`config.mk`:
```
export PLATFORM = sky130hd
export DESIGN_NAME = dda_line_rasterizer_unit
export DESIGN_NICKNAME = d
export VERILOG_FILES = /design/src/sv/dda_lr_pkg.sv /design/src/sv/dda_lr_ctrl.sv /design/src/sv/dda_lr_dp.sv /design/src/sv/dda_line_rasterizer_unit.sv
export SDC_FILE = /design/constraint.sdc
export NUM_CORES = 1
export LEC_CHECK = 0
export BUFFER_PORTS_ARGS = -buffer_cell sky130_fd_sc_hd__buf_4
export CAP_MARGIN = 40
export CORE_UTILIZATION = 35
export DETAILED_ROUTE_END_ITERATION = 8
export GPL_TIMING_DRIVEN = 0
export PLACE_DENSITY_LB_ADDON = 0.05
export SYNTH_ARGS = -nofsm -noshare
export SYNTH_HDL_FRONTEND = slang
export SYNTH_HIERARCHICAL = 1
export SYNTH_SLANG_ARGS = --single-unit
```
`constraint.sdc`:
```
create_clock -name clk -period 7.35 [get_ports clk]
set_clock_uncertainty 0.05 [all_clocks]
set_input_delay 0.735 -clock clk [delete_from_list [all_inputs] [get_ports clk]]
set_output_delay 0.735 -clock clk [all_outputs]
set_load 0.02 [all_outputs]
```
`src/sv/dda_lr_pkg.sv`:
```
package dda_lr_pkg;

	localparam int MAX_STEPS_DEF  = 64;
	localparam int COORD_BITS_DEF = 10;

	localparam int ADDR_BITS      = 20;
	localparam int COLOR_BITS     = 24;
	localparam int STRIDE_BITS    = 11;
	localparam int CFG_INDEX_BITS = 1;
	localparam int CFG_DATA_BITS  = 24;

	localparam logic [STRIDE_BITS-1:0] STRIDE_RESET = 11'd1024;
	localparam logic [COLOR_BITS-1:0]  COLOR_RESET  = 24'hB3B3B3;

	typedef enum logic [CFG_INDEX_BITS-1:0] {
		CFG_ROW_STRIDE = 1'b0,
		CFG_LINE_COLOR = 1'b1
	} cfg_reg_t;

	// controller -> datapath
	typedef struct packed {
		logic load;   // latch a new segment
		logic step;   // emit current pixel into output register and advance
	} ctrl_cmd_t;

	// datapath -> controller
	typedef struct packed {
		logic seg_zero; // segment at the inputs has no pixels
		logic fin;      // current pixel is the final one
	} dp_status_t;

endpackage

```
`src/sv/dda_lr_ctrl.sv`:
```
module dda_lr_ctrl (
	input  logic                  clk,
	input  logic                  arst_n,
	input  logic                  in_valid,
	output logic                  in_stall,
	output logic                  out_valid,
	input  logic                  out_stall,
	input  dda_lr_pkg::dp_status_t status,
	output dda_lr_pkg::ctrl_cmd_t  cmd
);

	typedef enum logic [1:0] {
		ST_IDLE = 2'b01,
		ST_RUN  = 2'b10
	} state_t;

	state_t state_q, state_d;
	logic   out_valid_q;

	assign in_stall  = (state_q != ST_IDLE);
	assign out_valid = out_valid_q;

	always_comb begin
		cmd.load = in_valid && (state_q == ST_IDLE);
		cmd.step = (state_q == ST_RUN) && (!out_valid_q || !out_stall);
	end

	always_comb begin
		state_d = state_q;
		unique case (state_q)
			ST_IDLE: begin
				if (cmd.load && !status.seg_zero)
					state_d = ST_RUN;
			end
			ST_RUN: begin
				if (cmd.step && status.fin)
					state_d = ST_IDLE;
			end
			default: state_d = ST_IDLE;
		endcase
	end

	always_ff @(posedge clk or negedge arst_n) begin
		if (!arst_n) begin
			state_q     <= ST_IDLE;
			out_valid_q <= 1'b0;
		end else begin
			state_q <= state_d;
			if (cmd.step)
				out_valid_q <= 1'b1;
			else if (!out_stall)
				out_valid_q <= 1'b0;
		end
	end

endmodule

```
`src/sv/dda_lr_dp.sv`:
```
module dda_lr_dp #(
	parameter int MAX_STEPS  = dda_lr_pkg::MAX_STEPS_DEF,
	parameter int COORD_BITS = dda_lr_pkg::COORD_BITS_DEF
) (
	input  logic                                   clk,
	input  logic                                   arst_n,
	input  dda_lr_pkg::ctrl_cmd_t                   cmd,
	output dda_lr_pkg::dp_status_t                  status,
	input  logic                                   cfg_we,
	input  logic [dda_lr_pkg::CFG_INDEX_BITS-1:0]  cfg_index,
	input  logic [dda_lr_pkg::CFG_DATA_BITS-1:0]   cfg_data,
	input  logic [COORD_BITS-1:0]                  start_x,
	input  logic [COORD_BITS-1:0]                  start_y,
	input  logic [COORD_BITS-1:0]                  end_x,
	input  logic [COORD_BITS-1:0]                  end_y,
	output logic [dda_lr_pkg::ADDR_BITS-1:0]       pixel_address,
	output logic [dda_lr_pkg::COLOR_BITS-1:0]      pixel_color,
	output logic                                   last,
	output logic                                   truncated
);

	localparam int STEP_BITS = $clog2(MAX_STEPS + 1);
	localparam int AB        = dda_lr_pkg::ADDR_BITS;

	// configuration
	logic [dda_lr_pkg::STRIDE_BITS-1:0] row_stride_q;
	logic [dda_lr_pkg::COLOR_BITS-1:0]  line_color_q;

	always_ff @(posedge clk or negedge arst_n) begin
		if (!arst_n) begin
			row_stride_q <= dda_lr_pkg::STRIDE_RESET;
			line_color_q <= dda_lr_pkg::COLOR_RESET;
		end else if (cfg_we) begin
			unique case (dda_lr_pkg::cfg_reg_t'(cfg_index))
				dda_lr_pkg::CFG_ROW_STRIDE:
					row_stride_q <= cfg_data[dda_lr_pkg::STRIDE_BITS-1:0];
				dda_lr_pkg::CFG_LINE_COLOR:
					line_color_q <= cfg_data[dda_lr_pkg::COLOR_BITS-1:0];
				default: ;
			endcase
		end
	end

	// segment setup
	logic signed [COORD_BITS:0] dx, dy;
	logic [COORD_BITS-1:0]      adx, ady, n_in, amin_in;
	logic                       x_major_in, maj_neg_in, min_neg_in, cut_in;
	logic [STEP_BITS-1:0]       total_in;

	always_comb begin
		dx         = $signed({1'b0, end_x}) - $signed({1'b0, start_x});
		dy         = $signed({1'b0, end_y}) - $signed({1'b0, start_y});
		adx        = dx[COORD_BITS] ? COORD_BITS'(-dx) : dx[COORD_BITS-1:0];
		ady        = dy[COORD_BITS] ? COORD_BITS'(-dy) : dy[COORD_BITS-1:0];
		x_major_in = (adx >= ady);
		n_in       = x_major_in ? adx : ady;
		amin_in    = x_major_in ? ady : adx;
		maj_neg_in = x_major_in ? dx[COORD_BITS] : dy[COORD_BITS];
		min_neg_in = x_major_in ? dy[COORD_BITS] : dx[COORD_BITS];
		cut_in     = (int'(n_in) > MAX_STEPS);
		total_in   = cut_in ? STEP_BITS'(MAX_STEPS) : STEP_BITS'(n_in);
	end

	// stepping state
	logic [COORD_BITS-1:0] pos_major_q, pos_minor_q, rem_q, n_q, amin_q;
	logic                  x_major_q, maj_neg_q, min_neg_q, cut_q;
	logic [STEP_BITS-1:0]  step_q, total_q;

	logic [COORD_BITS:0]   rem_sum;
	logic                  minor_move;
	logic                  fin;
	logic [COORD_BITS-1:0] px, py;
	logic [AB-1:0]         addr;

	always_comb begin
		rem_sum    = {1'b0, rem_q} + {1'b0, amin_q};
		minor_move = (rem_sum >= {1'b0, n_q});
		fin        = ((step_q + STEP_BITS'(1)) == total_q);
		px         = x_major_q ? pos_major_q : pos_minor_q;
		py         = x_major_q ? pos_minor_q : pos_major_q;
		// wraps modulo the address width
		addr       = AB'(py) * AB'(row_stride_q) + AB'(px);
	end

	assign status.seg_zero = (n_in == '0);
	assign status.fin      = fin;

	always_ff @(posedge clk or negedge arst_n) begin
		if (!arst_n) begin
			pos_major_q <= '0;
			pos_minor_q <= '0;
			rem_q       <= '0;
			n_q         <= '0;
			amin_q      <= '0;
			x_major_q   <= 1'b0;
			maj_neg_q   <= 1'b0;
			min_neg_q   <= 1'b0;
			cut_q       <= 1'b0;
			step_q      <= '0;
			total_q     <= '0;
		end else if (cmd.load) begin
			pos_major_q <= x_major_in ? start_x : start_y;
			pos_minor_q <= x_major_in ? start_y : start_x;
			// negative minor delta: bias so floor rounds toward minus infinity
			rem_q       <= min_neg_in ? (n_in - COORD_BITS'(1)) : '0;
			n_q         <= n_in;
			amin_q      <= amin_in;
			x_major_q   <= x_major_in;
			maj_neg_q   <= maj_neg_in;
			min_neg_q   <= min_neg_in;
			cut_q       <= cut_in;
			step_q      <= '0;
			total_q     <= total_in;
		end else if (cmd.step) begin
			pos_major_q <= maj_neg_q ? (pos_major_q - COORD_BITS'(1))
			                         : (pos_major_q + COORD_BITS'(1));
			if (minor_move) begin
				rem_q       <= COORD_BITS'(rem_sum - {1'b0, n_q});
				pos_minor_q <= min_neg_q ? (pos_minor_q - COORD_BITS'(1))
				                         : (pos_minor_q + COORD_BITS'(1));
			end else begin
				rem_q <= rem_sum[COORD_BITS-1:0];
			end
			step_q <= step_q + STEP_BITS'(1);
		end
	end

	// output register, held while the consumer stalls
	always_ff @(posedge clk) begin
		if (cmd.step) begin
			pixel_address <= addr;
			pixel_color   <= line_color_q;
			last          <= fin;
			truncated     <= fin && cut_q;
		end
	end

endmodule

```
`src/sv/dda_line_rasterizer_unit.sv`:
```
// DDA line rasterizer: each input transfer is one segment (start pixel drawn, end pixel
// not), and the block emits one output transfer per pixel carrying y*row_stride + x
// (modulo 2^20), line_color, and last/truncated flags on the final pixel. A segment
// is latched on load and then yields min(n, MAX_STEPS) pixels, n = max(|dx|,|dy|), at
// one pixel per cycle from the single step unit in the datapath while out_stall is low;
// a zero-length segment yields nothing. The next segment is taken as soon as the last
// pixel sits in the output register. Configuration writes are always ready and should
// be made only while the block is idle.
module dda_line_rasterizer_unit #(
	parameter int MAX_STEPS  = dda_lr_pkg::MAX_STEPS_DEF,
	parameter int COORD_BITS = dda_lr_pkg::COORD_BITS_DEF
) (
	input  logic                                  clk,
	input  logic                                  arst_n,
	input  logic                                  cfg_valid,
	output logic                                  cfg_ready,
	input  logic [dda_lr_pkg::CFG_INDEX_BITS-1:0] cfg_index,
	input  logic [dda_lr_pkg::CFG_DATA_BITS-1:0]  cfg_data,
	input  logic                                  in_valid,
	output logic                                  in_stall,
	input  logic [COORD_BITS-1:0]                 start_x,
	input  logic [COORD_BITS-1:0]                 start_y,
	input  logic [COORD_BITS-1:0]                 end_x,
	input  logic [COORD_BITS-1:0]                 end_y,
	output logic                                  out_valid,
	input  logic                                  out_stall,
	output logic [dda_lr_pkg::ADDR_BITS-1:0]      pixel_address,
	output logic [dda_lr_pkg::COLOR_BITS-1:0]     pixel_color,
	output logic                                  last,
	output logic                                  truncated
);

	dda_lr_pkg::ctrl_cmd_t  cmd;
	dda_lr_pkg::dp_status_t status;

	assign cfg_ready = 1'b1;

	dda_lr_ctrl u_ctrl (
		.clk       (clk),
		.arst_n    (arst_n),
		.in_valid  (in_valid),
		.in_stall  (in_stall),
		.out_valid (out_valid),
		.out_stall (out_stall),
		.status    (status),
		.cmd       (cmd)
	);

	dda_lr_dp #(
		.MAX_STEPS  (MAX_STEPS),
		.COORD_BITS (COORD_BITS)
	) u_dp (
		.clk           (clk),
		.arst_n        (arst_n),
		.cmd           (cmd),
		.status        (status),
		.cfg_we        (cfg_valid && cfg_ready),
		.cfg_index     (cfg_index),
		.cfg_data      (cfg_data),
		.start_x       (start_x),
		.start_y       (start_y),
		.end_x         (end_x),
		.end_y         (end_y),
		.pixel_address (pixel_address),
		.pixel_color   (pixel_color),
		.last          (last),
		.truncated     (truncated)
	);

endmodule
```
-- Yosys cells after proc, flatten, opt, wreduce, memory -nomap -nowiden
Index checks and enable logic that the tools add are counted.
- add/subtract/negate cells: 13
- multipliers: 1
- divide/modulo/power cells: 0
- $lt $le $gt $ge: 3
- equal/unequal tests: 7
- shift-type cells: 0
- muxes and demuxes: 29
- bitwise gates (word level): 1
- reductions and logical operators: 16
- operators with widths (cell ; number):
    $mux W10 ; 19
    $sub A10 B1 Y10 const B ; 3
    $sub A10 B10 Y11 ; 2
    $mux W7 ; 3
    $add A10 B1 Y10 const B ; 2
    $add A20 B10 Y20 ; 1
    $mul A10 B11 Y20 ; 1
    $neg A10 Y10 ; 2
    $add A10 B10 Y11 ; 1
    $ge A11 B10 Y1 ; 1
    $ge A10 B10 Y1 ; 1
    $gt A10 B7 Y1 const B ; 1
    $logic_not A10 Y1 ; 1
    $sub A10 B10 Y10 ; 1
    $reduce_and A2 Y1 ; 4
    $add A7 B1 Y7 const B ; 1
    $eq A7 B7 Y1 ; 1
    $logic_and A1 B1 Y1 ; 5
    $mux W1 ; 4
    $mux W2 ; 2
    $ne A2 B1 Y1 const B ; 2
    $ne A2 B2 Y1 const B ; 2
    $pmux W2 S2 ; 1
    $reduce_bool A2 Y1 ; 2
    5 further kinds ; 7
- bits in registers: 152
- bits in latches: 0
- bits in writable memories: 0
- ROM bits: 0
- input bits: 70
- output and inout port bits: 49
- word-level logic and storage cells: 89
- memories: 0

-- Longest topological paths before layout
Gate-level depths: netlist (run 1).
- word-level depth: 10
- depth in mapped cells: 27
- gate-level depth less buffers: 24

-- Cells and area by module
Netlist (run 1), hierarchy kept.
- by module, submodules not included (module ; instances ; cells an instance ; area each (µm²) ; sequential area each (µm²)):
    dda_lr_dp ; 1 ; 1420 ; 13705.6 ; 3978.8
    dda_lr_ctrl ; 1 ; 14 ; 138.9 ; 76.3
    dda_line_rasterizer_unit ; 1 ; 2 ; 11.3 ; 0.0

-- Worst setup path before layout (run 1)
No wires, ideal clock.
- path type: register to register
- from: register u_dp.x_major_q
- to: register u_dp/pixel_address[18] (netlist bit) (data pin)
- library setup time: 0.258 ns
- arrival: 5.791 ns
- data required time: 7.042 ns
- path slack: 1.251 ns
- cell stages (with the launch flop): 24
- buffers on the path: 3
- period minus slack after synthesis: 6.099 ns
- cell sequence: dfrtp_1 > clkbuf_1 > clkbuf_1 > mux2_2 > clkbuf_1 > nand2_1 > fa_1 > inv_1 > ha_1 > fa_1 > inv_1 > fa_1 > fa_1 > inv_1 > ha_1 > o21ai_0 > a21boi_0 > o21ai_0 > a21oi_1 > a41o_1 > o41ai_1 > o211ai_1 > a21oi_1 > xnor2_1
- longest elaborated chain between the ends: 3
- elaborated cells on any way between the ends: 4
- those cells by class: add/sub: 1; mul: 1; mux: 2
- RTL lines (what ; RTL line ; RTL):
    start: declaration ; dda_lr_dp.sv:66 ; logic x_major_q, maj_neg_q, min_neg_q, cut_q;
    start signal: assignment ; dda_lr_dp.sv:108 ; x_major_q <= x_major_in;
    $mux W10 ; dda_lr_dp.sv:80 ; py = x_major_q ? pos_minor_q : pos_major_q;
    $mul A10 B11 Y20 ; dda_lr_dp.sv:82 ; addr = AB'(py) * AB'(row_stride_q) + AB'(px);
    $add A20 B10 Y20 * ; dda_lr_dp.sv:82 ;
    net u_dp.addr[18] ; dda_lr_dp.sv:73 ; logic [AB-1:0] addr;
    end signal: assignment ; dda_lr_dp.sv:131 ; pixel_address <= addr;
    end: declaration ; dda_lr_dp.sv:16 ; output logic [dda_lr_pkg::ADDR_BITS-1:0] pixel_address,
Mark *: on every way through the listed nets, which the timed path passes. The rest lies on a longest branch.
A chain may end at the register's enable or synchronous reset.

-- Worst setup path after layout (run 1)
- from: register u_dp.x_major_q
- to: register u_dp/pixel_address[19] (netlist bit) (data pin)
Same word-level chain as after synthesis.

==> results.py, run 1 <==
metrics = {
    "place": {
        "pre_cts_ws_ps": 192,
        "io_buffers": 117,
        "hpwl_um": 29600,
        "routabilityCongestion": 0.857,
    },
    "yosys": {
        "synth_edf_count": 46,
        "synth.distinct_cells": 87,
        "synthTopCellsByArea": "dfrtp_1 16%, fa_1 12%, ha_1 11%",
        "syn_avg_cell_area_um2": 9.65,
        "yosysTopAreaCellShare_pct": 16.1,
        "synthMuxAreaShare_pct": 7.47,
        "synth_ff_type": "dfrtp_1",
        "yosys_warnings": 6,
        "synthSimpleGateAreaFrac_pct": 13.1,
        "synth_fa_ha_area_share_pct": 23.7,
        "synth_compound_area_share_pct": 13.6,
        "ys_seq_elements": 152,
        "synth_area_um2": 13900,
        "synthXorXnorAreaFrac_pct": 6.49,
        "synthesis.nets": 1718,
        "synth_top_family_by_area": "adder cells",
        "syn_inst": 1436,
        "ys_async_sr_fraction_pct": 69.7,
        "yosys.area.top_type": "dfrtp_1",
        "seq_area_frac_synth_pct": 29.3,
    },
    "detailed_routing": {
        "drtPass1Iterations": 4,
        "drt_wl_total_um": 36900,
        "viasPerCell": 4.92,
        "ant_nets": 0,
        "drc_errors": 0,
        "drt_iter0_drc": 484,
        "post_drt_wl_per_cell_um": 17.5,
        "vias": 10400,
    },
    "grt": {
        "grtUsageMet1_pct": 27.3,
        "grt_pass1_vias": 10600,
        "grt_overflow": 0,
        "grt_use_total_pct": 19.0,
        "use_met3_pct": 2.81,
        "grt_pass1_wl_um": 59700,
        "met2_usage_pct": 30.0,
        "antenna_found_initial": 0,
        "busiest_layer": "met2",
        "grt_max_degree": 84,
    },
    "worst_setup_path": {
        "crit_path_max_fanout": 10,
        "worstPathRequired_ps": 7490,
        "worstSetupPathType": "reg -> reg",
        "crit_arrival_ps": 6930,
        "worstSetupStartpointType": "flop",
        "critPathCaptureType": "flop",
    },
    "clock_tree": {
        "clk_latency_ps": 440,
        "cts_sinks": 152,
        "hold_buffers": 0,
        "cts_buffers": 17,
        "cts.htree.levels": 4,
        "cts_root_buf": "clkbuf_16",
        "cts.clk_slew.worst_paths_ps": 70,
        "max-clock-path-buffers": 2,
        "post_cts_buffers": 0,
        "cts_tree": "built",
    },
    "sta": {
        "final.setup.tns_ps": 0,
        "max_freq_ghz": 0.147,
        "worst_slack_ps": 558,
        "fin_crit_sh_pct": 92.4,
        "tightestPinTransition_ps": 871,
        "hold_viol": 0,
        "relSlewSlack_pct": 41.9,
        "period_minus_slack_ps": 6790,
        "setup_viol": 0,
        "rsz0062_at_grt": "no",
        "slew_violations": 0,
    },
    "floorplanning": {
        "rows": 72,
        "die_w_um": 201,
        "core_area_um2": 38800,
        "io_pins": 119,
        "start_util_pct": 35.7,
        "die_y_um": 201,
        "die_area_um2": 40400,
    },
    "final_layout": {
        "utilization_pct": 41.4,
        "area_growth_pct": 16.0,
        "final_cell_mix": "167 x inv_1, 136 x nand2_1, 127 x ha_1",
        "layout_commonest_cell": "inv_1",
        "multi_input_area_um2": 8940,
        "drive_gt1_share_pct": 17.4,
        "regArea_um2": 4060,
        "fillers": 3909,
        "antennaDiodeCount": 0,
        "fin_nets": 1857,
    },
    "min_path": {
        "hold_class": "in -> async",
    },
    "job": {
        "cap_violations": 0,
    },
    "status": {
        "run_status": "complete, no violations",
    },
}
## cells in the mapped netlist, types with 44 or more instances
cell type  instances
inv_1            167
nand2_1          136
ha_1             127
dfrtp_1           89
fa_1              85
nor2_1            83
o21ai_0           72
xnor2_1           63
a21oi_1           57
mux2_2            56
clkbuf_1          48
edfxtp_1          46
and2_1            44
## metrics by stage
| step | std cells | instance area, um^2 | hold slack [ps] |
|---|---|---|---|
| finish | 2106 | 16100 | 100 |
| detailed placement | 2075 | 15500 | 378 |
| global placement | 2071 | 15400 | 373 |
| global route | 2106 | 16100 | 85.4 |
| floorplan | 1436 | 13900 | 369 |
| CTS | 2107 | 16100 | 86.5 |
## critical path, stage by stage, from the launching register on
cell and delay (ps):
dfrtp_1 320, clkbuf_1 340, clkbuf_2 370, nand2_1 130
o21ai_0 170, clkbuf_2 300, nand2_1 110, fa_1 560
inv_1 50, fa_1 500, inv_1 60, fa_1 530
inv_1 50, fa_1 500, fa_1 490, ha_1 330
nor2_1 70, nor2_1 130, o41ai_2 130, o21ba_2 240
a21boi_0 510, nand2b_1 100, and3_1 230, a21oi_1 170
xnor2_1 90
## layer usage
metal / vias to the layer above / share of wire, %
li1: 5152 / -
met1: 5016 / 51
met2: 176 / 45
met3: 23 / 3.1
met4: 0 / 1.2
met5: - / 0
## final timing paths
check | start | to | slack [ps] | depth (start not counted)
setup reg to reg | u_dp/x_major_q | u_dp/pixel_address[19] | 560 | 24
min in group clk | u_dp/line_color_q[22] | u_dp/pixel_color[22] | 390 | 0
max in group asynchronous | arst_n | u_dp/line_color_q[15] | 6380 | 2
hold reg to reg | u_dp/line_color_q[22] | u_dp/pixel_color[22] | 390 | 0
hold / removal | arst_n | u_dp/line_color_q[11] | 100 | 1
setup / recovery | u_dp/x_major_q | u_dp/pixel_address[19] | 560 | 24
## area by class of cell
cell class	count	share of cell area [%]
repair buffers	121	5.99
inverters	167	3.90
well taps	518	4.03
flip-flops and latches	152	25.2
multi-input cells	1056	55.6
clock inverters	14	0.996
clock buffers	18	2.67
plain buffers	60	1.55
## repair_timing
item / in CTS / in global routing
resized for setup: 0 / 5
endpoints found under the hold margin: 0 / 0
endpoints found under the setup margin: 0 / 5
## sequential cells by signal, indices dropped and copies added, names as in the netlist, 2 cells and up
| name | count |
|---|---|
| u_dp/line_color_q | 24 |
| u_dp/pixel_color | 24 |
| u_dp/pixel_address | 20 |
| u_dp/row_stride_q | 11 |
| u_dp/amin_q | 10 |
| u_dp/n_q | 10 |
| u_dp/pos_major_q | 10 |
| u_dp/pos_minor_q | 10 |
| u_dp/rem_q | 10 |
| u_dp/step_q | 7 |
| u_dp/total_q | 7 |
| u_ctrl/state_q | 2 |
## kinds of logic (layout without fill, tap and decap cells)
group                    count (synthesis)  in the layout
AND/OR/NAND/NOR                        378            378
AO/OA/AOI/OAI                          275            275
buffers and inverters                  228            380
adder cells (fa/ha/maj)                212            212
flip-flops                             152            152
XOR/XNOR                                98             98
multiplexers                            92             92
other                                    1              1
Power of run 1 is left out: the tool's default activity adds up to more than one toggle a clock period on the data nets, which glitch-free logic cannot reach.
==> run 2, diff against run 1 <==
--- a/config.mk
+++ b/config.mk
@@ -5,6 +5,7 @@
 export SDC_FILE = /design/constraint.sdc
 export NUM_CORES = 1
 export LEC_CHECK = 0
+export ABC_AREA = 1
 export BUFFER_PORTS_ARGS = -buffer_cell sky130_fd_sc_hd__buf_4
 export CAP_MARGIN = 40
 export CORE_UTILIZATION = 35
==> results.py, run 2 <==
metrics = {
    "status": {
        "run_status": "complete, no violations",
    },
    "worst_setup_path": {
        "cp_slowest_cell": "fa_1",
        "critPathCaptureType": "flop",
        "crit_path_max_fanout": 10,
        "worstPathRequired_ps": 7500,
        "path_common_cell": "nand2_1",
        "crit_arrival_ps": 6810,
        "max_stage_delay_ps": 540,
        "worstSetupPathType": "reg -> reg",
        "worstSetupStartpointType": "flop",
    },
    "detailed_routing": {
        "post_drt_wl_per_cell_um": 16.7,
        "drc_errors": 0,
        "viasPerCell": 4.91,
        "drt_wl_total_um": 40600,
        "ant_nets": 0,
        "drt_iter0_drc": 566,
        "drtPass1Iterations": 5,
        "vias": 11900,
    },
    "floorplanning": {
        "die_area_um2": 40700,
        "start_util_pct": 35.8,
        "die_w_um": 202,
        "io_pins": 119,
        "die_y_um": 202,
        "rows": 72,
        "core_area_um2": 39000,
    },
    "place": {
        "routabilityCongestion": 0.869,
        "hpwl_um": 33500,
        "pre_cts_ws_ps": 733,
        "io_buffers": 117,
    },
    "clock_tree": {
        "post_cts_buffers": 0,
        "hold_buffers": 0,
        "cts.clk_slew.worst_paths_ps": 70,
        "cts_root_buf": "clkbuf_16",
        "cts_resized": 0,
        "max-clock-path-buffers": 2,
        "cts.htree.levels": 4,
        "clk_latency_ps": 450,
        "cts_buffers": 17,
        "cts_tree": "built",
        "cts_sinks": 152,
    },
    "final_layout": {
        "fillers": 4041,
        "antennaDiodeCount": 0,
        "utilization_pct": 41.6,
        "drive_gt1_share_pct": 14.3,
        "layout_commonest_cell": "nand2_1",
        "final_cell_mix": "429 x nand2_1, 301 x inv_1, 127 x ha_1",
        "fin_nets": 2184,
        "area_growth_pct": 16.1,
        "reg.largest.list": "u_dp/line_color_q (24), u_dp/pixel_color (24), u_dp/pixel_address (20)",
    },
    "sta": {
        "hold_ws_ps": 137,
        "final.setup.tns_ps": 0,
        "fin_crit_sh_pct": 90.6,
        "max_freq_ghz": 0.150,
        "hold_viol": 0,
        "worst_slack_ps": 694,
        "relSlewSlack_pct": 36.6,
        "rsz0062_at_grt": "no",
        "tightestPinTransition_ps": 941,
        "slew_violations": 0,
        "period_minus_slack_ps": 6660,
        "setup_viol": 0,
    },
    "yosys": {
        "synth_area_um2": 14000,
        "yosysTopAreaCellShare_pct": 15.9,
        "synth.most_common_cell": "nand2_1",
        "yosys_warnings": 6,
        "synth.distinct_cells": 59,
        "synthTopCellsByCount": "429 x nand2_1, 301 x inv_1, 127 x ha_1",
        "syn_avg_cell_area_um2": 7.94,
        "seq_area_frac_synth_pct": 29.0,
        "synthesis.nets": 2041,
        "ys_async_sr_fraction_pct": 69.7,
        "yosys.area.top_type": "dfrtp_1",
        "ys_seq_elements": 152,
        "synthTopCellsByArea": "dfrtp_1 16%, fa_1 12%, nand2_1 12%",
        "syn_inst": 1759,
        "synth_edf_count": 46,
        "synth_ff_type": "dfrtp_1",
    },
    "grt": {
        "met2_usage_pct": 34.4,
        "use_met3_pct": 2.11,
        "grt_pass1_wl_um": 64800,
        "grt_overflow": 0,
        "busiest_layer": "met2",
        "antenna_found_initial": 0,
        "grt_pass1_vias": 11700,
        "grtUsageMet1_pct": 28.2,
        "grt_use_total_pct": 20.5,
        "grt_max_degree": 72,
    },
    "min_path": {
        "hold_class": "in -> async",
    },
    "job": {
        "cap_violations": 0,
    },
}
-- run 2: cell count changes in the layout (fill, tap and decap cells not counted), sizes merged, moves of 36 or more --
| cell | change |
|---|---|
| nand2 | +320 |
| inv | +146 |
| nand3 | +89 |
| xnor2 | -49 |
| and2 | -43 |
| mux2 | -43 |
| nor2 | +36 |
-- run 2: metal layers --
metal / vias up / wire [um]
li1: 5966 / -
met1: 5703 / 19500
met2: 245 / 19300
met3: 25 / 1320
met4: 0 / 520
met5: - / 0
-- run 2: critical path, delay by kind of cell (launching register included) --
| family | cells | cell delay, ps |
|---|---|---|
| AOI/OAI and AO/OA | 6 | 1430 |
| adders and majority gates | 6 | 2360 |
| buffers and inverters | 7 | 1420 |
| DFF | 1 | 330 |
| and+or+nand+nor | 9 | 820 |
-- run 2: kinds of logic (layout without fill, tap and decap cells) --
group | after synthesis | count (layout) | synth area share (%)
AND/OR/NAND/NOR | 715 | 715 | 22.2
buffers and inverters | 357 | 513 | 9.84
AO/OA/AOI/OAI | 260 | 260 | 11.2
adder cells (fa/ha/maj) | 212 | 212 | 23.6
flip-flops | 152 | 152 | 29.0
XOR/XNOR | 48 | 48 | 3.01
multiplexers | 14 | 14 | 1.12
other | 1 | 1 | 0.0268
-- run 2: final cells by class --
class | count | area, um^2 | share of cell area (%)
buffer | 40 | 185 | 1.14
clock buffer | 18 | 429 | 2.65
clock inverter | 14 | 178 | 1.10
inverter | 317 | 1190 | 7.34
multi-input combinational | 1250 | 8550 | 52.7
sequential | 152 | 4060 | 25.0
tap | 518 | 648 | 4.00
timing repair buffer | 124 | 980 | 6.04
-- run 2: worst paths after layout --
kind / cells past startpoint / endpoint / slack, ps / startpoint
worst max-delay path: 28 / u_dp/pixel_address[14] / 690 / u_dp/x_major_q
worst min register to register: 0 / u_dp/pixel_color[14] / 390 / u_dp/line_color_q[14]
min in group clk: 0 / u_dp/pixel_color[14] / 390 / u_dp/line_color_q[14]
worst min-delay path: 1 / u_dp/line_color_q[3] / 140 / arst_n
max in group asynchronous: 2 / u_dp/step_q[4] / 6400 / arst_n
worst max register to register: 28 / u_dp/pixel_address[14] / 690 / u_dp/x_major_q
-- run 2: through the flow --
stage	cells	cell area, um^2
after floorplan	1759	14000
after global placement	2394	15500
after detailed placement	2401	15600
after CTS	2433	16200
after global routing	2433	16200
final	2433	16200
Power of run 2 is left out for the same reason.
